<file path="src/hdl/htfd_pkg.sv">
// ----------------------------------------------------------------------------
// htfd_pkg: shared types and constants for the humidity/temperature decoder
// Frame byte positions, CRC-8 settings, conversion scales and the record
// handed from the frame tracker to the conversion stage.
// ----------------------------------------------------------------------------
package htfd_pkg;

    // CRC-8 polynomial x^8 + x^5 + x^4 + 1, seeded with all ones per word
    localparam logic [7:0] CRC_POLY = 8'h31;
    localparam logic [7:0] CRC_INIT = 8'hFF;

    // Byte positions within the six-byte frame
    localparam logic [2:0] POS_T_HI  = 3'd0;
    localparam logic [2:0] POS_T_LO  = 3'd1;
    localparam logic [2:0] POS_T_CRC = 3'd2;
    localparam logic [2:0] POS_H_HI  = 3'd3;
    localparam logic [2:0] POS_H_LO  = 3'd4;
    localparam logic [2:0] POS_H_CRC = 3'd5;

    // Fixed-point conversion: value = (raw * scale) >> 16, less TEMP_OFFSET for temperature
    localparam logic [10:0] TEMP_SCALE  = 11'd1750;
    localparam logic [6:0]  HUM_SCALE   = 7'd100;
    localparam logic [11:0] TEMP_OFFSET = 12'd450;

    // Completed frame, ready for conversion
    typedef struct packed {
        logic [15:0] temp_word;
        logic [15:0] hum_word;
        logic        temp_crc_ok;
        logic        hum_crc_ok;
        logic        frame_error;
    } frame_rec_t;

    // Advance the CRC over one byte, MSB first
    function automatic logic [7:0] crc8_update(input logic [7:0] crc_in,
                                               input logic [7:0] data);
        logic [7:0] crc;
        crc = crc_in ^ data;
        for (int i = 0; i < 8; i++) begin
            if (crc[7]) begin
                crc = {crc[6:0], 1'b0} ^ CRC_POLY;
            end else begin
                crc = {crc[6:0], 1'b0};
            end
        end
        return crc;
    endfunction

endpackage

</file>
<file path="src/hdl/htfd_frame.sv">
// ----------------------------------------------------------------------------
// htfd_frame: frame tracker
// Follows the byte position, runs the per-word CRC-8, collects the two raw
// words and registers one frame record on the sixth byte.
// ----------------------------------------------------------------------------
module htfd_frame (
    input  logic                 aclk,
    input  logic                 aresetn,
    input  logic                 cfg_valid,
    output logic                 cfg_ready,
    input  logic                 cfg_data,
    input  logic                 s_valid,
    output logic                 s_ready,
    input  logic [7:0]           s_data_byte,
    input  logic                 s_frame_start,
    output logic                 rec_valid,
    input  logic                 rec_ready,
    output htfd_pkg::frame_rec_t rec
);
    import htfd_pkg::*;

    logic [2:0]  pos_reg, pos_next;
    logic [7:0]  crc_reg, crc_next;
    logic [15:0] temp_word_reg, temp_word_next;
    logic [7:0]  hum_hi_reg, hum_hi_next;
    logic [7:0]  hum_lo_reg, hum_lo_next;
    logic        temp_pass_reg, temp_pass_next;
    logic        check_temp_reg;
    logic        rec_valid_reg, rec_valid_next;
    frame_rec_t  rec_reg, rec_next;

    logic        s_accept;
    logic        restart;
    logic [2:0]  pos_eff;
    logic [7:0]  crc_eff;
    logic [7:0]  crc_upd;
    logic        emit;
    logic        hum_ok;

    assign cfg_ready = 1'b1;
    assign s_ready   = !rec_valid_reg || rec_ready;
    assign s_accept  = s_valid && s_ready;
    assign rec_valid = rec_valid_reg;
    assign rec       = rec_reg;

    // Resync on frame start or on an out-of-range position
    assign restart = s_frame_start || (pos_reg > POS_H_CRC);
    assign pos_eff = restart ? POS_T_HI : pos_reg;
    assign crc_eff = restart ? CRC_INIT : crc_reg;
    assign crc_upd = crc8_update(crc_eff, s_data_byte);
    assign hum_ok  = (crc_eff == s_data_byte);

    // Per-byte state update and frame record build
    always_comb begin
        pos_next       = pos_reg;
        crc_next       = crc_reg;
        temp_word_next = temp_word_reg;
        hum_hi_next    = hum_hi_reg;
        hum_lo_next    = hum_lo_reg;
        temp_pass_next = temp_pass_reg;
        emit           = 1'b0;
        rec_next       = rec_reg;
        if (s_accept) begin
            pos_next = pos_eff + 3'd1;
            unique case (pos_eff)
                POS_T_HI: begin
                    temp_word_next = {s_data_byte, 8'h00};
                    crc_next       = crc_upd;
                end
                POS_T_LO: begin
                    temp_word_next = {temp_word_reg[15:8], s_data_byte};
                    crc_next       = crc_upd;
                end
                POS_T_CRC: begin
                    temp_pass_next = (crc_eff == s_data_byte);
                    crc_next       = CRC_INIT;
                end
                POS_H_HI: begin
                    hum_hi_next = s_data_byte;
                    crc_next    = crc_upd;
                end
                POS_H_LO: begin
                    hum_lo_next = s_data_byte;
                    crc_next    = crc_upd;
                end
                default: begin
                    // Humidity CRC byte: close the frame
                    emit                 = 1'b1;
                    rec_next.temp_word   = temp_word_reg;
                    rec_next.hum_word    = {hum_hi_reg, hum_lo_reg};
                    rec_next.temp_crc_ok = temp_pass_reg;
                    rec_next.hum_crc_ok  = hum_ok;
                    rec_next.frame_error = !hum_ok || (check_temp_reg && !temp_pass_reg);
                    crc_next             = CRC_INIT;
                    pos_next             = POS_T_HI;
                end
            endcase
        end
    end

    // Record register handshake: load on emit, drop when taken
    always_comb begin
        rec_valid_next = rec_valid_reg;
        if (s_accept && emit) begin
            rec_valid_next = 1'b1;
        end else if (rec_ready) begin
            rec_valid_next = 1'b0;
        end
    end

    // Control and frame state
    always_ff @(posedge aclk) begin
        if (!aresetn) begin
            pos_reg        <= POS_T_HI;
            crc_reg        <= CRC_INIT;
            temp_word_reg  <= '0;
            hum_hi_reg     <= '0;
            hum_lo_reg     <= '0;
            temp_pass_reg  <= 1'b0;
            check_temp_reg <= 1'b1;
            rec_valid_reg  <= 1'b0;
        end else begin
            pos_reg        <= pos_next;
            crc_reg        <= crc_next;
            temp_word_reg  <= temp_word_next;
            hum_hi_reg     <= hum_hi_next;
            hum_lo_reg     <= hum_lo_next;
            temp_pass_reg  <= temp_pass_next;
            rec_valid_reg  <= rec_valid_next;
            if (cfg_valid && cfg_ready) begin
                check_temp_reg <= cfg_data;
            end
        end
    end

    // Record payload
    always_ff @(posedge aclk) begin
        rec_reg <= rec_next;
    end

    // Position never leaves the frame
    a_pos_range: assert property (@(posedge aclk) disable iff (!aresetn)
        pos_reg <= POS_H_CRC)
        else $error("byte position out of frame");

    // A start byte always leaves the tracker at the second position
    a_start_resync: assert property (@(posedge aclk) disable iff (!aresetn)
        s_accept && s_frame_start |=> pos_reg == POS_T_LO)
        else $error("frame start did not resync position");

    // Closing byte wraps position and reseeds the CRC
    a_close_wrap: assert property (@(posedge aclk) disable iff (!aresetn)
        s_accept && !s_frame_start && pos_reg == POS_H_CRC
        |=> pos_reg == POS_T_HI && crc_reg == CRC_INIT && rec_valid_reg)
        else $error("frame close did not wrap");

    // A new record appears only after a closing byte
    a_rec_source: assert property (@(posedge aclk) disable iff (!aresetn)
        $rose(rec_valid_reg) |-> $past(s_accept && emit))
        else $error("record raised without a closing byte");

endmodule

</file>
<file path="src/hdl/htfd_convert.sv">
// ----------------------------------------------------------------------------
// htfd_convert: unit conversion and result register
// Scales the raw words to tenths of a degree and whole percent and holds
// the result until the receiver takes it.
// ----------------------------------------------------------------------------
module htfd_convert (
    input  logic                 aclk,
    input  logic                 aresetn,
    input  logic                 rec_valid,
    output logic                 rec_ready,
    input  htfd_pkg::frame_rec_t rec,
    output logic                 m_valid,
    input  logic                 m_ready,
    output logic signed [11:0]   m_temperature_tenths,
    output logic [6:0]           m_humidity_percent,
    output logic                 m_temperature_crc_ok,
    output logic                 m_humidity_crc_ok,
    output logic                 m_frame_error
);
    import htfd_pkg::*;

    logic        m_valid_reg, m_valid_next;
    logic [11:0] temp_reg, temp_next;
    logic [6:0]  hum_reg, hum_next;
    logic        temp_ok_reg, hum_ok_reg, err_reg;
    logic [26:0] temp_prod;
    logic [22:0] hum_prod;
    logic        load;

    assign rec_ready = !m_valid_reg || m_ready;
    assign load      = rec_valid && rec_ready;

    // Scale by constant, keep the integer part
    assign temp_prod = 27'(rec.temp_word) * 27'(TEMP_SCALE);
    assign hum_prod  = 23'(rec.hum_word) * 23'(HUM_SCALE);
    assign temp_next = {1'b0, temp_prod[26:16]} - TEMP_OFFSET;
    assign hum_next  = hum_prod[22:16];

    // Result valid: set on load, clear when taken
    always_comb begin
        m_valid_next = m_valid_reg;
        if (load) begin
            m_valid_next = 1'b1;
        end else if (m_ready) begin
            m_valid_next = 1'b0;
        end
    end

    always_ff @(posedge aclk) begin
        if (!aresetn) begin
            m_valid_reg <= 1'b0;
        end else begin
            m_valid_reg <= m_valid_next;
        end
    end

    // Result payload, held while stalled
    always_ff @(posedge aclk) begin
        if (load) begin
            temp_reg    <= temp_next;
            hum_reg     <= hum_next;
            temp_ok_reg <= rec.temp_crc_ok;
            hum_ok_reg  <= rec.hum_crc_ok;
            err_reg     <= rec.frame_error;
        end
    end

    assign m_valid              = m_valid_reg;
    assign m_temperature_tenths = $signed(temp_reg);
    assign m_humidity_percent   = hum_reg;
    assign m_temperature_crc_ok = temp_ok_reg;
    assign m_humidity_crc_ok    = hum_ok_reg;
    assign m_frame_error        = err_reg;

    // A failed humidity check always flags the frame
    a_hum_err: assert property (@(posedge aclk) disable iff (!aresetn)
        m_valid && !m_humidity_crc_ok |-> m_frame_error)
        else $error("humidity CRC failure not flagged");

    // Converted temperature stays in sensor range
    a_temp_range: assert property (@(posedge aclk) disable iff (!aresetn)
        m_valid |-> (m_temperature_tenths >= -12'sd450) &&
                    (m_temperature_tenths <= 12'sd1299))
        else $error("temperature out of range");

    // Converted humidity stays below full scale
    a_hum_range: assert property (@(posedge aclk) disable iff (!aresetn)
        m_valid |-> m_humidity_percent <= 7'd99)
        else $error("humidity out of range");

endmodule

</file>
<file path="src/hdl/humidity_temp_frame_decoder_top.sv">
// ----------------------------------------------------------------------------
// humidity_temp_frame_decoder_top: sensor measurement frame decoder
// Decodes six-byte temperature/humidity frames with per-word CRC-8 checks.
// ----------------------------------------------------------------------------
// Usage:
//   s_ channel: one frame byte per transfer (s_data_byte), s_frame_start
//   marks byte 0 and drops any partial frame. Bytes run temperature high,
//   low, CRC, humidity high, low, CRC; after the sixth the next byte starts
//   a new frame even without s_frame_start.
//   m_ channel: one result per frame, after the transfer of the sixth byte:
//   temperature in tenths of a degree, humidity in percent, both CRC pass
//   flags and an error flag. Values are converted even on CRC failure.
//   cfg_ channel: cfg_data enables the temperature CRC in the error flag
//   (reset 1); always ready, write only while no frame is in flight.
//   Throughput: one byte per cycle while s_ready is high. The sixth byte
//   passes through the frame record register, then the conversion/result
//   register, before m_valid rises for its result.
//   Stall: each of the two registers loads when empty or being emptied, so
//   bytes keep flowing while one result waits; s_ready drops only when both
//   hold a result and m_ready is low.
//   Reset: synchronous, active low; clears position and CRC state, empties
//   both registers and sets the temperature check enable.
// ----------------------------------------------------------------------------
module humidity_temp_frame_decoder_top (
    input  logic               aclk,
    input  logic               aresetn,
    input  logic               cfg_valid,
    output logic               cfg_ready,
    input  logic               cfg_data,
    input  logic               s_valid,
    output logic               s_ready,
    input  logic [7:0]         s_data_byte,
    input  logic               s_frame_start,
    output logic               m_valid,
    input  logic               m_ready,
    output logic signed [11:0] m_temperature_tenths,
    output logic [6:0]         m_humidity_percent,
    output logic               m_temperature_crc_ok,
    output logic               m_humidity_crc_ok,
    output logic               m_frame_error
);
    import htfd_pkg::*;

    logic       rec_valid;
    logic       rec_ready;
    frame_rec_t rec;

    // Frame tracking and CRC
    htfd_frame u_frame (
        .aclk          (aclk),
        .aresetn       (aresetn),
        .cfg_valid     (cfg_valid),
        .cfg_ready     (cfg_ready),
        .cfg_data      (cfg_data),
        .s_valid       (s_valid),
        .s_ready       (s_ready),
        .s_data_byte   (s_data_byte),
        .s_frame_start (s_frame_start),
        .rec_valid     (rec_valid),
        .rec_ready     (rec_ready),
        .rec           (rec)
    );

    // Conversion and result register
    htfd_convert u_convert (
        .aclk                 (aclk),
        .aresetn              (aresetn),
        .rec_valid            (rec_valid),
        .rec_ready            (rec_ready),
        .rec                  (rec),
        .m_valid              (m_valid),
        .m_ready              (m_ready),
        .m_temperature_tenths (m_temperature_tenths),
        .m_humidity_percent   (m_humidity_percent),
        .m_temperature_crc_ok (m_temperature_crc_ok),
        .m_humidity_crc_ok    (m_humidity_crc_ok),
        .m_frame_error        (m_frame_error)
    );

endmodule

</file>
<file path="config.mk">
export PLATFORM = sky130hd
export DESIGN_NAME = humidity_temp_frame_decoder_top
export DESIGN_NICKNAME = d
export VERILOG_FILES = /design/src/hdl/htfd_pkg.sv /design/src/hdl/htfd_frame.sv /design/src/hdl/htfd_convert.sv /design/src/hdl/humidity_temp_frame_decoder_top.sv
export SDC_FILE = /design/constraint.sdc
export NUM_CORES = 1
export LEC_CHECK = 0
export BUFFER_PORTS_ARGS = -buffer_cell sky130_fd_sc_hd__buf_4
export CAP_MARGIN = 0
export CORE_UTILIZATION = 57
export DETAILED_ROUTE_END_ITERATION = 6
export PLACE_DENSITY = 0.78
export SLEW_MARGIN = 30
export SYNTH_ARGS = -nofsm -noshare
export SYNTH_HDL_FRONTEND = slang
export SYNTH_SLANG_ARGS = --single-unit
</file>
<file path="constraint.sdc">
create_clock -name aclk -period 5.5 [get_ports aclk]
set_input_delay 0.275 -clock aclk [delete_from_list [all_inputs] [get_ports aclk]]
set_output_delay 0.275 -clock aclk [all_outputs]
set_load 0.02 [all_outputs]
</file>
# Yosys cells after proc, flatten, opt, wreduce, memory -nomap -nowiden

Cells that the tools add are included.

Add/sub/neg operators: 2
Multiply operators: 2
Div/mod/pow operators: 0
$lt $le $gt $ge: 1
Equality and inequality tests: 5
Shifts and indexed selects: 0
Mux-type cells: 19
Bitwise logic cells: 11
Reduce and logical (&&, ||, !) cells: 24

Operators by type and width:

| cell                                                                  | number |
|---|---|
| 6-bit two-way mux                                                     | 8 |
| 16-bit one-hot mux with 2 select lines                                | 1 |
| 16-bit by 10-bit multiplier with 26-bit output, second input constant | 1 |
| 3-bit inverter                                                        | 8 |
| 16-bit by 5-bit multiplier with 21-bit output, second input constant  | 1 |
| 8-bit two-way mux                                                     | 2 |
| 11-bit by 9-bit subtractor with 12-bit output, second input constant  | 1 |
| 2-bit AND reduction                                                   | 5 |
| 8-bit equality test                                                   | 1 |
| 8-bit bitwise XOR                                                     | 1 |
| 3-bit by 2-bit equality test with 1-bit output, second input constant | 2 |
| 1-bit two-way mux                                                     | 6 |
| 3-bit two-way mux                                                     | 2 |
| 2-bit nonzero test                                                    | 3 |
| 5-bit OR reduction                                                    | 1 |
| 1-bit logical AND                                                     | 4 |
| 1-bit logical NOT                                                     | 4 |
| 1-bit logical OR                                                      | 4 |
| 4-bit OR reduction                                                    | 1 |
| 3-bit by 1-bit adder with 3-bit output, second input constant         | 1 |
| 3-bit by 1-bit equality test with 1-bit output, second input constant | 1 |
| 3-bit equality test, second input constant                            | 1 |
| 3-bit greater-than comparator, second input constant                  | 1 |
| 3-bit logical NOT                                                     | 1 |
| other kinds (2)                                                       | 3 |

Flip-flop bits (word level): 104
Latch bits: 0
Bits in writable memories: 0
Bits in read-only memories: 0
Input bits: 15
Memories kept: 0

# Depth between registers and ports, before layout

Gate-level depths: netlist (run 1).

Depth in word-level cells: 21
Depth in mapped cells: 21

# Modules after synthesis

A second synthesis (run 1) with hierarchy kept.

Cells, all modules: 848
Area total of the unflattened synthesis: 8831.0 µm²

By module, submodules not included:

| module       | instances | cells each | area each (µm²) | sequential area each (µm²) |
|---|---|---|---|---|
| htfd_convert | 1         | 577        | 5637.9          | 680.7 |
| htfd_frame   | 1         | 271        | 3193.1          | 1971.9 |

# Worst setup path after synthesis (run 1)

OpenSTA, ideal clock, no wires.

Kind: register to register
Start: register u_frame.rec_reg (netlist bit u_frame.rec[22])
End: register u_convert.temp_reg[7], in the netlist u_convert.m_temperature_tenths[7], data pin
Arrival time: 5170 ps
Required time: 5242 ps
Setup slack: 72 ps
Cell stages (with the launch flop): 21
Clock period less this slack: 5428 ps
Cell sequence: edfxtp_1 -> ha_1 -> xor2_1 -> ha_1 -> a21o_1 -> fa_1 -> fa_1 -> inv_1 -> fa_1 -> inv_1 -> ha_1 -> nand4_1 -> a211o_1 -> o41a_1 -> nand3_1 -> xnor2_1 -> ha_1 -> o21ai_1 -> o32a_1 -> a211oi_2 -> xnor2_1

Cells in the longest elaborated chain, start to end: 2

RTL lines:

| element                                        | RTL line           | RTL |
|---|---|---|
| start: declaration                             | htfd_frame.sv:30   | `frame_rec_t rec_reg, rec_next;` |
| start signal: assignment                       | htfd_frame.sv:138  | `rec_reg <= rec_next;` |
| 16-bit by 10-bit multiplier with 26-bit output | htfd_convert.sv:34 | `assign temp_prod = 27'(rec.temp_word) * 27'(TEMP_SCALE);` |
| 11-bit by 9-bit subtractor with 12-bit output  | htfd_convert.sv:36 | `assign temp_next = {1'b0, temp_prod[26:16]} - TEMP_OFFSET;` |
| net u_convert.temp_next[7]                     | htfd_convert.sv:23 | `logic [11:0] temp_reg, temp_next;` |
| end signal: assignment                         | htfd_convert.sv:60 | `temp_reg <= temp_next;` |
| end: declaration                               | htfd_convert.sv:23 |  |

The timed path passes the listed nets, and every way through them passes these cells.
A chain may end at the register's enable or synchronous reset.

# Worst setup path after layout (run 1)

Same ends and word-level chain as after synthesis.

==> summary.md, run 1 <==
| Metric | Value |
|---|---|
| TritonRoute pass-1 iters | `5` |
| Slew Limit Fails | `0` |
| Worst endpoint data arrival time | `approximately 5.7 ns` |
| Dominant synthesized flop cell | `edfxtp_1` |
| RePlAce Congestion | `around 0.90` |
| Total vias in the final route | `~6,000` |
| Slowest cell delay on critical path | `0.58 ns` |
| Routed len/inst | `around 15 um` |
| 1st-iter DRT viols | `roughly 280` |
| Vias in the first global route | `between 6,000 and 7,000` |
| Worst setup SP type | `register` |
| Final period util | `102%` |
| Critical Path Fanout Max | `4` |
| Ys Warns | `0` |
| Largest net degree at the start of global routing | `46` |
| Largest family of logic cells by synthesized area | `adder cells` |
| Leak Pwr | `roughly 0.0048 uW` |
| Std cell rows | `between 40 and 50` |
| CTS tree | `yes` |
| Post-Synth XOR/XNOR Area | `between 5 and 6%` |
| Setup Viol. Count Final | `4` |
| DR vias/cell | `approximately 5.3` |
| Critical-path cell list | `buf_6 > ha_4 > xor2_1 > ha_1 > fa_1 > fa_1 > inv_2 > fa_1 > inv_1 > ha_1 > nand4_1 > a211o_1 > o41a_1 > and2_1 > nand2_1 > ha_2 > o21ai_2 > o32a_1 > a211oi_2 > xnor2_1` |
| Chip height | `approximately 130 um` |
| Worst EP required | `5.60 ns` |
| Hold-fix buffers, CTS | `0` |
| CTS Buf Count | `9` |
| Synth async-reset ratio | `0%` |
| Clock-pin slew on the worst setup and hold paths | `~0.070 ns` |
| # IOs | `40` |
| Syn_nets | `about 1,100` |
| GRT Overall Usage | `about 22%` |
| Flops & latches, synth | `approximately 100` |
| Clock latency at the later pin of the worst-skew pair | `between 0.3 and 0.4 ns` |
| Layout area overhead | `13.9%` |
| Starting density of the core | `approximately 59%` |
| Max Fclk | `approximately 180 MHz` |
| RSZ-0062 raised after global routing | `true` |
| Worst Max-Slew Pin Slew | `0.885 ns` |
| Tightest Hold Check Type | `in -> reg` |
| R2R Path Start | `u_frame.rec[22]` |
| Post-route worst setup slack | `-0.126 ns` |
| Mapped Area | `just under 9000 um^2` |
| Crit Path Category | `reg -> reg` |
| Core Region | `~15,000 um^2` |
| Crit-path leading delay family | `adder cells` |
| Synth Area in Adders | `around 36%` |
| Compound-cell area share of the yosys netlist | `under 10%` |
| Hold_sp | `cfg_data` |
| Die X | `between 100 and 150 um` |
| Power per cell area | `roughly 200 nW/um^2` |
| Detailed Place HPWL | `roughly 13,000 um` |
| Bufs on Longest Clock Path | `2` |
| Max_cap viols | `0` |
| CP endpoint kind | `register` |
| First-pass GRT wire length | `27,800 um` |
| Post-DRT Antenna Nets | `0` |
| Clock sinks | `~100` |
| WL final | `~16,000 um` |
| Crit path max-delay cell type | `fa_1` |
| Slew HR | `about two fifths` |
| Status | `finished with violations` |
| Setup TNS | `-0.251 ns` |
| Layout cell share with drive strength beyond 1 | `14.2%` |
| Most frequent CP cell | `fa_1` |
| Aggregate global routing overflow | `0` |
| H-tree Lvls | `3` |
| Final hold viol count | `0` |
| DRC | `0` |
| CP bufs+invs | `3` |
| Max VDD drop | `roughly 0.00018 V` |
| Post-synthesis sequential area ratio | `between 30% and 40%` |
| Simple-gate share of the synthesized area | `8.32%` |
| Netlist cell types | `61` |
| Max reg flops | `35` |
| Ant. Diodes | `0` |
| Post-synth EDFFs | `between 50 and 60` |
| Worst Setup SP | `u_frame.rec[22]` |
| Post-layout util | `between 60% and 70%` |
| Final Hold Slack | `0.140 ns` |
| Mapped Cells | `around 850` |
| Failing checks | `negative setup slack` |
| Port bufs | `38` |
| Final clock skew | `between 0.005 and 0.006 ns` |
| CTS root buffer | `clkbuf_16` |
| Nets | `roughly 1,100` |
| Area of the die | `between 15,000 and 20,000 um^2` |
| Post-route minimum period | `5.63 ns` |
| Antenna violations before repair | `0` |
| Syn Area/Cell | `approximately 10 um^2` |
| Post-synthesis mux area share | `2.07%` |
metal layers:
layer | up-vias | routed length (um) | GRT usage, %
met5 | - | 0 | 0
met4 | 0 | 376 | 6.73
met3 | 29 | 533 | 3.91
met2 | 89 | 8120 | 38.4
met1 | 2767 | 7470 | 27.2
li1 | 2944 | - | -
path summary, 6_finish.rpt:
path | end | slack, ns | depth (start not counted)
max | u_convert.m_temperature_tenths[7] | -0.13 | 20
min | u_frame.check_temp_reg | 0.14 | 3
max reg2reg | u_convert.m_temperature_tenths[7] | -0.13 | 20
min reg2reg | u_convert.m_temperature_crc_ok | 0.43 | 0
cells in the final DEF (no fill, tap or decap), drive strengths merged, types with 6 or more instances in the layout:
cell	netlist	layout
a21oi	16	16
clkbuf	17	9
a22oi	8	8
mux2i	17	17
fa	64	64
xor2	19	19
ha	150	150
nor2b	26	26
o22ai	8	8
a21boi	9	9
buf	3	75
nor2	21	21
nor3	7	7
nand3	14	14
or3	6	6
o21ai	16	16
o21a	9	9
a211oi	8	8
xnor2	34	34
inv	179	183
a21o	10	10
edfxtp	57	57
and2	6	6
nand2	45	45
dfxtp	47	47
stage by stage:
| step | setup WS [ns] | instances | total power, uW | area [um^2] |
|---|---|---|---|---|
| after global routing | -0.286 | 1102 | 2080 | 9980 |
| after CTS | 0.00510 | 1098 | 1960 | 9800 |
| after global placement | -0.0173 | 1081 | 1310 | 9450 |
| after floorplan | 0.0719 | 847 | 1220 | 8770 |
| final | -0.126 | 1102 | 1970 | 9980 |
| after detailed placement | -0.113 | 1081 | 1330 | 9450 |
Yosys cell counts (all sizes together) (3+ instances only):
library cell | count | area share (%)
xnor2 | 34 | 3.5
nor2b | 26 | 1.9
nand2b | 4 | 0.29
edfxtp | 57 | 20
or2 | 3 | 0.21
xor2 | 19 | 1.9
and3 | 3 | 0.21
ha | 150 | 21
o21ai | 16 | 0.96
o22ai | 8 | 0.57
nand2 | 45 | 1.9
a21o | 10 | 0.86
and2 | 6 | 0.46
dfxtp | 47 | 11
a2111oi | 3 | 0.44
nor2 | 21 | 0.90
o21a | 9 | 0.77
or3 | 6 | 0.43
o211ai | 5 | 0.43
nor4 | 3 | 0.29
a22o | 4 | 0.40
buf | 3 | 0.17
a21oi | 16 | 0.96
clkbuf | 17 | 0.73
nor3 | 7 | 0.40
a21boi | 9 | 0.77
a211oi | 8 | 0.74
nand4 | 3 | 0.21
a22oi | 8 | 0.69
inv | 179 | 7.7
mux2i | 17 | 1.9
nand3 | 14 | 0.80
fa | 64 | 15
worst reg2reg max path: cells and delay by family, from the launching register on:
kind                     cells  cell delay [ns]
AO/OA/AOI/OAI                5             1.23
XOR/XNOR                     2             0.33
adder cells (fa/ha/maj)      7             2.67
buffers and inverters        3             0.25
flip-flops                   1             0.50
AND/OR/NAND/NOR              3             0.38
logic make-up (layout without fill, tap and decap cells):
kind of cell               Yosys count  in the layout
and+or+nand+nor                    145            145
other                                1              1
DFF                                104            104
muxes                               18             18
adders and majority gates          214            214
xor gates and xnor gates            53             53
buffers and inverters              199            270
AOI/OAI and AO/OA                  113            113
final cells by class:
type / count / area [um^2]
Multi-Input combinational cell: 544 / 5560
Inverter: 179 / 672
Tap cell: 184 / 230
Clock buffer: 9 / 225
Clock inverter: 7 / 61.3
Sequential cell: 104 / 2650
Timing Repair Buffer: 75 / 578
Fill cell: 1146 / 4770
power by group:
| group | switching (uW) | total [uW] | internal, uW |
|---|---|---|---|
| logic | 258 | 487 | 228 |
| clock network | 303 | 620 | 317 |
| registers | 19.1 | 868 | 849 |
| total | 581 | 1970 | 1390 |
timing repair:
action,in CTS,in global routing
cloned,0,0
setup endpoints to repair,3,7
buffers inserted,1,4
resized for setup,10,25
pin swaps,7,6
No activity file was read; power rests on OpenSTA's default activity.
==> run 2: changes to the inputs <==
- BUFFER_PORTS_ARGS: -buffer_cell sky130_fd_sc_hd__buf_4 -> -buffer_cell sky130_fd_sc_hd__buf_2
==> summary.md, run 2 (synthesis gave the netlist of run 1 again) <==
| Metric | Value |
|---|---|
| Std cell rows | `44 (unchanged)` |
| Bufs on Longest Clock Path | `2 (unchanged)` |
| Max Fclk | `179 MHz (+0.69%)` |
| H-tree Lvls | `3 (unchanged)` |
| M2 GR Usage | `38.7% (+0.26 points)` |
| Post-DRT Antenna Nets | `0 (unchanged)` |
| Aggregate global routing overflow | `0 (unchanged)` |
| Leak Pwr | `0.00482 uW (+0.74%)` |
| RSZ-0062 raised after global routing | `true` |
| Worst EP required | `5.60 ns (about the same)` |
| 1st-iter DRT viols | `272 (-1.1%)` |
| CTS tree | `yes` |
| Worst endpoint data arrival time | `5.69 ns (-0.03 ns)` |
| Final period util | `102% (-0.70 points)` |
| Power per cell area | `197 nW/um^2 (-0.22%)` |
| Area of the die | `15,900 um^2 (unchanged)` |
| GR peak layer | `met2` |
| Final Cell Area | `10,200 um^2 (+1.9%)` |
| Failing checks | `negative setup slack` |
| Clock sinks | `104 (unchanged)` |
| Status | `finished with violations` |
| Tightest Hold Check Type | `in -> reg` |
| RePlAce Congestion | `0.874 (-2.9%)` |
| Post-route worst setup slack | `-0.0873 ns (+0.0383 ns)` |
| Slew Limit Fails | `0 (unchanged)` |
| DRC | `0 (unchanged)` |
| Setup Viol. Count Final | `3 (-1)` |
| Sequential share of power | `43.2% (-0.7 points)` |
| TritonRoute pass-1 iters | `4 (-1)` |
| Layout area overhead | `16.0%` |
| NetSw | `589 uW (+1.5%)` |
| Starting density of the core | `59.4% (unchanged)` |
| DR vias/cell | `5.39 (+2.0%)` |
| Hold-fix buffers, CTS | `0 (unchanged)` |
| Chip height | `126 um (unchanged)` |
| Placed Instances | `1,082 (+0.093%)` |
| Total vias in the final route | `6,024 (+3.3%)` |
| Clock power share | `31.4% (about the same)` |
| Nets | `1,157 (+1.3%)` |
| Ant. Diodes | `0 (unchanged)` |
| Worst Max-Slew Pin Slew | `0.864 ns (-0.0208 ns)` |
| Final hold viol count | `0 (unchanged)` |
| Final clock skew | `0.00894 ns (+0.00349 ns)` |
| Pint | `1420 uW (+1.7%)` |
| Global-route met3 utilization | `3.65% (-0.25 points)` |
| FILL cells | `1,066 (-7.0%)` |
| Sequential Area | `2650 um^2 (unchanged)` |
| Area of the multi-input gates | `5720 um^2 (+2.9%)` |
| Worst setup SP type | `register` |
| Crit Path Category | `reg -> reg` |
| Layout cell share with drive strength beyond 1 | `17.5% (+3.3 points)` |
| CP endpoint kind | `register` |
| Detailed Place HPWL | `12,800 um (+1.0%)` |
| Max reg flops | `35 (unchanged)` |
| WL final | `17,900 um (+8.4%)` |
| GRT Overall Usage | `21.8% (-0.050 points)` |
| Post-route minimum period | `5.59 ns (-0.0383 ns)` |
| Sw frac | `29.4% (-0.044 points)` |
| Worst Setup SP | `u_frame.rec[28]` |
| Routed len/inst | `16.0 um (+6.9%)` |
| Most common cell after layout, fill and taps aside | `inv_1` |
| GR met1 Demand/Resource | `27.1% (-0.089 points)` |
| Clock latency at the later pin of the worst-skew pair | `0.36 ns (about the same)` |
| Vias in the first global route | `5,924 (-1.4%)` |
| Hold_sp | `cfg_data` |
| CTS Buf Count | `9 (unchanged)` |
| Max VDD drop | `0.000226 V (+29%)` |
| Antenna violations before repair | `0 (unchanged)` |
| Slew HR | `42.4% (+1.4 points)` |
| Post-Layout Cell Count | `1,117 (+1.4%)` |
| Max_cap viols | `0 (unchanged)` |
| Clock-pin slew on the worst setup and hold paths | `0.07 ns (about the same)` |
| Most frequent cells in the layout | `inv_1, ha_1, fa_1` |
| Port bufs | `38 (unchanged)` |
| Largest net degree at the start of global routing | `46 (unchanged)` |
| Critical Path Fanout Max | `4 (unchanged)` |
| Combinational share of power | `25.4% (+0.8 points)` |
| R2R Path Start | `u_frame.rec[28]` |
| Final Hold Slack | `0.134 ns (-0.00578 ns)` |
| CTS root buffer | `clkbuf_16` |
| Area after DPL | `9360 um^2 (-0.93%)` |
| Die X | `126 um (unchanged)` |
| # IOs | `40 (unchanged)` |
| Core Region | `14,800 um^2 (unchanged)` |
| First-pass GRT wire length | `27,300 um (-1.7%)` |
run 2: per-layer routing:
layer | routed length, um | share of wire (%)
met4 | 514 | 2.9
met2 | 9140 | 51
met3 | 620 | 3.5
met5 | 0 | 0
met1 | 7610 | 43
run 2: worst paths after layout:
path,endpoint,slack (ns),cells past startpoint
min,u_frame.check_temp_reg,0.13,3
min reg2reg,u_frame.rec[23],0.43,0
max reg2reg,u_convert.m_temperature_tenths[7],-0.09,19
max,u_convert.m_temperature_tenths[7],-0.09,19
run 2: power groups by stage:
stage	registers (uW)	clock network [uW]	logic [uW]
floorplan	878	0	342
global placement	884	0	426
detailed placement	885	0	437
CTS	867	642	447
global route	870	666	571
finish	868	629	510
run 2: cell type report:
type | instances | area share (%)
clock buffers | 10 | 2.35
clock inverters | 6 | 0.517
repair buffers | 90 | 5.89
well taps | 184 | 2.26
inverters | 179 | 6.61
multi-input cells | 544 | 56.3
flip-flops and latches | 104 | 26.1
run 2: worst max-delay path, cell delays in order (launching register included):
cell and delay (ns):
edfxtp_1 0.50, buf_6 0.18, ha_4 0.27, xor2_1 0.16, ha_1 0.27, fa_1 0.50
fa_1 0.56, inv_1 0.06, fa_1 0.49, inv_1 0.06, ha_4 0.27, o21ai_2 0.08
a211o_1 0.34, o41a_1 0.45, a41oi_2 0.25, o21ai_2 0.12, and2_4 0.16, o32a_1 0.33
a211oi_2 0.18, xnor2_1 0.10
run 2: repair_timing:
| action | in CTS | in global routing |
|---|---|---|
| endpoints found under the setup margin | 5 | 7 |
| gates resized for setup | 6 | 52 |
| buffers inserted | 6 | 13 |
| pin swaps | 3 | 49 |
run 2: per-stage QoR:
step	power, uW	utilization, %	setup TNS [ns]	setup WS (ns)
4_1_cts	1960	66.0	-0.0226	-0.0226
3_3_place_gp	1310	63.4	0	0.00336
5_1_grt	2110	68.9	-1.13	-0.291
6_report	2010	68.9	-0.157	-0.0873
2_1_floorplan	1220	-	0	0.0719
3_5_place_dp	1320	63.4	-0.272	-0.109
==> run 3: changes to the inputs <==
- GPL_TIMING_DRIVEN: default -> 0
==> summary.md, run 3 (synthesis gave the netlist of run 1 again) <==
| Metric | Value |
|---|---|
| Failing checks | `negative setup slack` |
| Most common cell after layout, fill and taps aside | `inv_1` |
| Status | `finished with violations` |
| Post-route worst setup slack | `-0.177 ns (-0.0893 ns)` |
| Worst EP required | `5.59 ns (about the same)` |
| RSZ-0062 raised after global routing | `true` |
| Slowest cell delay on critical path | `0.50 ns (-0.06 ns)` |
| Slew Limit Fails | `0 (unchanged)` |
| Antenna violations before repair | `0 (unchanged)` |
| Worst Setup SP | `u_frame.rec[27]` |
| CP endpoint kind | `register` |
| First-pass GRT wire length | `28,800 um (+5.7%)` |
| Clock-pin slew on the worst setup and hold paths | `0.07 ns (about the same)` |
| Max_cap viols | `0 (unchanged)` |
| Sw frac | `29.3% (about the same)` |
| Leak Pwr | `0.00480 uW (-0.53%)` |
| Detail Route met2 WL | `8600 um (-6.0%)` |
| FILL cells | `1,034 (-3.0%)` |
| NetSw | `585 uW (-0.71%)` |
| R2R Path Start | `u_frame.rec[27]` |
| Post-route minimum period | `5.68 ns (+0.0893 ns)` |
| Std cell rows | `44 (unchanged)` |
| Final clock skew | `0.0135 ns (+0.00452 ns)` |
| Post-DRT Antenna Nets | `0 (unchanged)` |
| # IOs | `40 (unchanged)` |
| Routed len/inst | `15.4 um (-3.6%)` |
| Critical-path cell list | `buf_4 > ha_1 > inv_2 > fa_1 > inv_1 > fa_1 > fa_1 > inv_1 > fa_1 > inv_1 > ha_1 > nand4_1 > a211o_1 > o41a_1 > and2_1 > nand2_1 > ha_2 > o21ai_2 > o32a_1 > a211oi_2 > xnor2_1` |
| Critical Path Fanout Max | `4 (unchanged)` |
| CTS tree | `yes` |
| Top routing layer in use | `met4` |
| Slew HR | `50.4% (+8.0 points)` |
| DR WL met3 | `749 um (+21%)` |
| Worst setup SP type | `register` |
| CTS Buf Count | `9 (unchanged)` |
| Die X | `126 um (unchanged)` |
| Core Region | `14,800 um^2 (unchanged)` |
| Ant. Diodes | `0 (unchanged)` |
| Total vias in the final route | `6,086 (+1.0%)` |
| Clock sinks | `104 (unchanged)` |
| Detailed Place HPWL | `12,200 um (-4.3%)` |
| Worst Max-Slew Pin Slew | `0.743 ns (-0.121 ns)` |
| Met1 Wirelength | `7740 um (+1.8%)` |
| Chip height | `126 um (unchanged)` |
| Worst endpoint data arrival time | `5.76 ns (+0.07 ns)` |
| Setup Viol. Count Final | `5 (+2)` |
| Tightest Hold Check Type | `in -> reg` |
| Port bufs | `33 (-13%)` |
| Hold_sp | `cfg_data` |
| Vias in the first global route | `6,150 (+3.8%)` |
| Max reg flops | `35 (unchanged)` |
| Bufs on Longest Clock Path | `2 (unchanged)` |
| H-tree Lvls | `3 (unchanged)` |
| Most frequent CP cell | `fa_1` |
| DRC | `0 (unchanged)` |
| Final hold viol count | `0 (unchanged)` |
| Crit Path Category | `reg -> reg` |
| Power per cell area | `198 nW/um^2 (about the same)` |
| Starting density of the core | `59.4% (unchanged)` |
| Area of the die | `15,900 um^2 (unchanged)` |
| Max VDD drop | `0.000207 V (-8.1%)` |
| Setup TNS | `-0.340 ns (-0.184 ns)` |
| Nets | `1,167 (+0.86%)` |
| Pint | `1410 uW (-0.63%)` |
| TritonRoute pass-1 iters | `5 (+1)` |
| Layout cell share with drive strength beyond 1 | `15.4% (-2.1 points)` |
| Sequential Area | `2650 um^2 (unchanged)` |
| Sequential share of power | `43.4% (+0.2 points)` |
| RePlAce Congestion | `0.879 (+0.58%)` |
| Final Hold Slack | `0.146 ns (+0.0117 ns)` |
| GRT Overall Usage | `22.8% (+1.0 points)` |
| Clock latency at the later pin of the worst-skew pair | `0.34 ns (-0.02 ns)` |
| Area of the multi-input gates | `5630 um^2 (-1.6%)` |
| Final period util | `103% (+1.6 points)` |
| WL final | `17,400 um (-2.8%)` |
| Most frequent cells in the layout | `inv_1, ha_1, fa_1` |
| Max Fclk | `176 MHz (-1.6%)` |
| CTS root buffer | `clkbuf_16` |
| Largest net degree at the start of global routing | `36 (-22%)` |
| Aggregate global routing overflow | `0 (unchanged)` |
| Combinational share of power | `26.0% (+0.6 points)` |
| DR vias/cell | `5.40 (+0.22%)` |
| Crit path max-delay cell type | `fa_1` |
| Layout area overhead | `15.1%` |
| Clock power share | `30.6% (-0.8 points)` |
| 1st-iter DRT viols | `286 (+5.1%)` |
run 3: changes by cell type in the layout (fill, tap and decap cells not counted), sizes merged:
cell	before	now
clkinv	4	2
clkinvlp	0	2
buf	90	83
clkbuf	10	26
run 3: worst paths after layout:
kind	slack (ns)	endpoint	cells after the start
max	-0.18	u_convert.m_temperature_tenths[7]	21
min	0.15	u_frame.check_temp_reg	3
max reg2reg	-0.18	u_convert.m_temperature_tenths[7]	21
min reg2reg	0.42	u_convert.m_temperature_crc_ok	0
run 3: cell type report:
cell class	count	area share [%]
sequential	104	26.3
clock buffer	9	2.23
multi-input combinational	544	55.8
clock inverter	6	0.545
inverter	179	6.66
tap	184	2.28
buffer	20	0.781
timing repair buffer	80	5.44
run 3: power by group through the flow:
stage / Combinational (uW) / Sequential [uW] / Clock, uW
finish: 519 / 865 / 610
global route: 580 / 868 / 643
CTS: 488 / 864 / 616
detailed placement: 420 / 882 / 0
global placement: 408 / 881 / 0
floorplan: 342 / 878 / 0
run 3: through the flow:
| stage | instances | utilization (%) | total power (uW) | worst slack [ns] | instance area, um^2 |
|---|---|---|---|---|---|
| finish | 1126 | 68.4 | 1990 | -0.177 | 10100 |
| global placement | 1064 | 62.1 | 1290 | -0.298 | 9160 |
| CTS | 1117 | 67.3 | 1970 | 0.00504 | 9930 |
| floorplan | 847 | - | 1220 | 0.0719 | 8770 |
| detailed placement | 1065 | 62.3 | 1300 | -0.334 | 9200 |
| global route | 1126 | 68.4 | 2090 | -0.416 | 10100 |
run 3: worst max-delay path, delay by kind of cell (launching register included):
family	cells	cell delay [ns]
compound gates	5	1.35
xor+xnor	1	0.08
fa+ha+maj	7	2.71
buf+inv	5	0.36
flops	1	0.46
simple gates	3	0.44
run 3: repair_timing:
item,4_1_cts,5_1_grt
buffers inserted,37,9
cloned,0,0
hold buffers,0,0
pin swaps,30,15
setup endpoints to repair,7,8
gates resized for setup,26,16
run 3: metal layers:
metal	vias to the layer above	track usage [%]
li1	2992	-
met1	2901	28.8
met2	163	40.7
met3	30	3.61
met4	0	5.60
met5	-	0
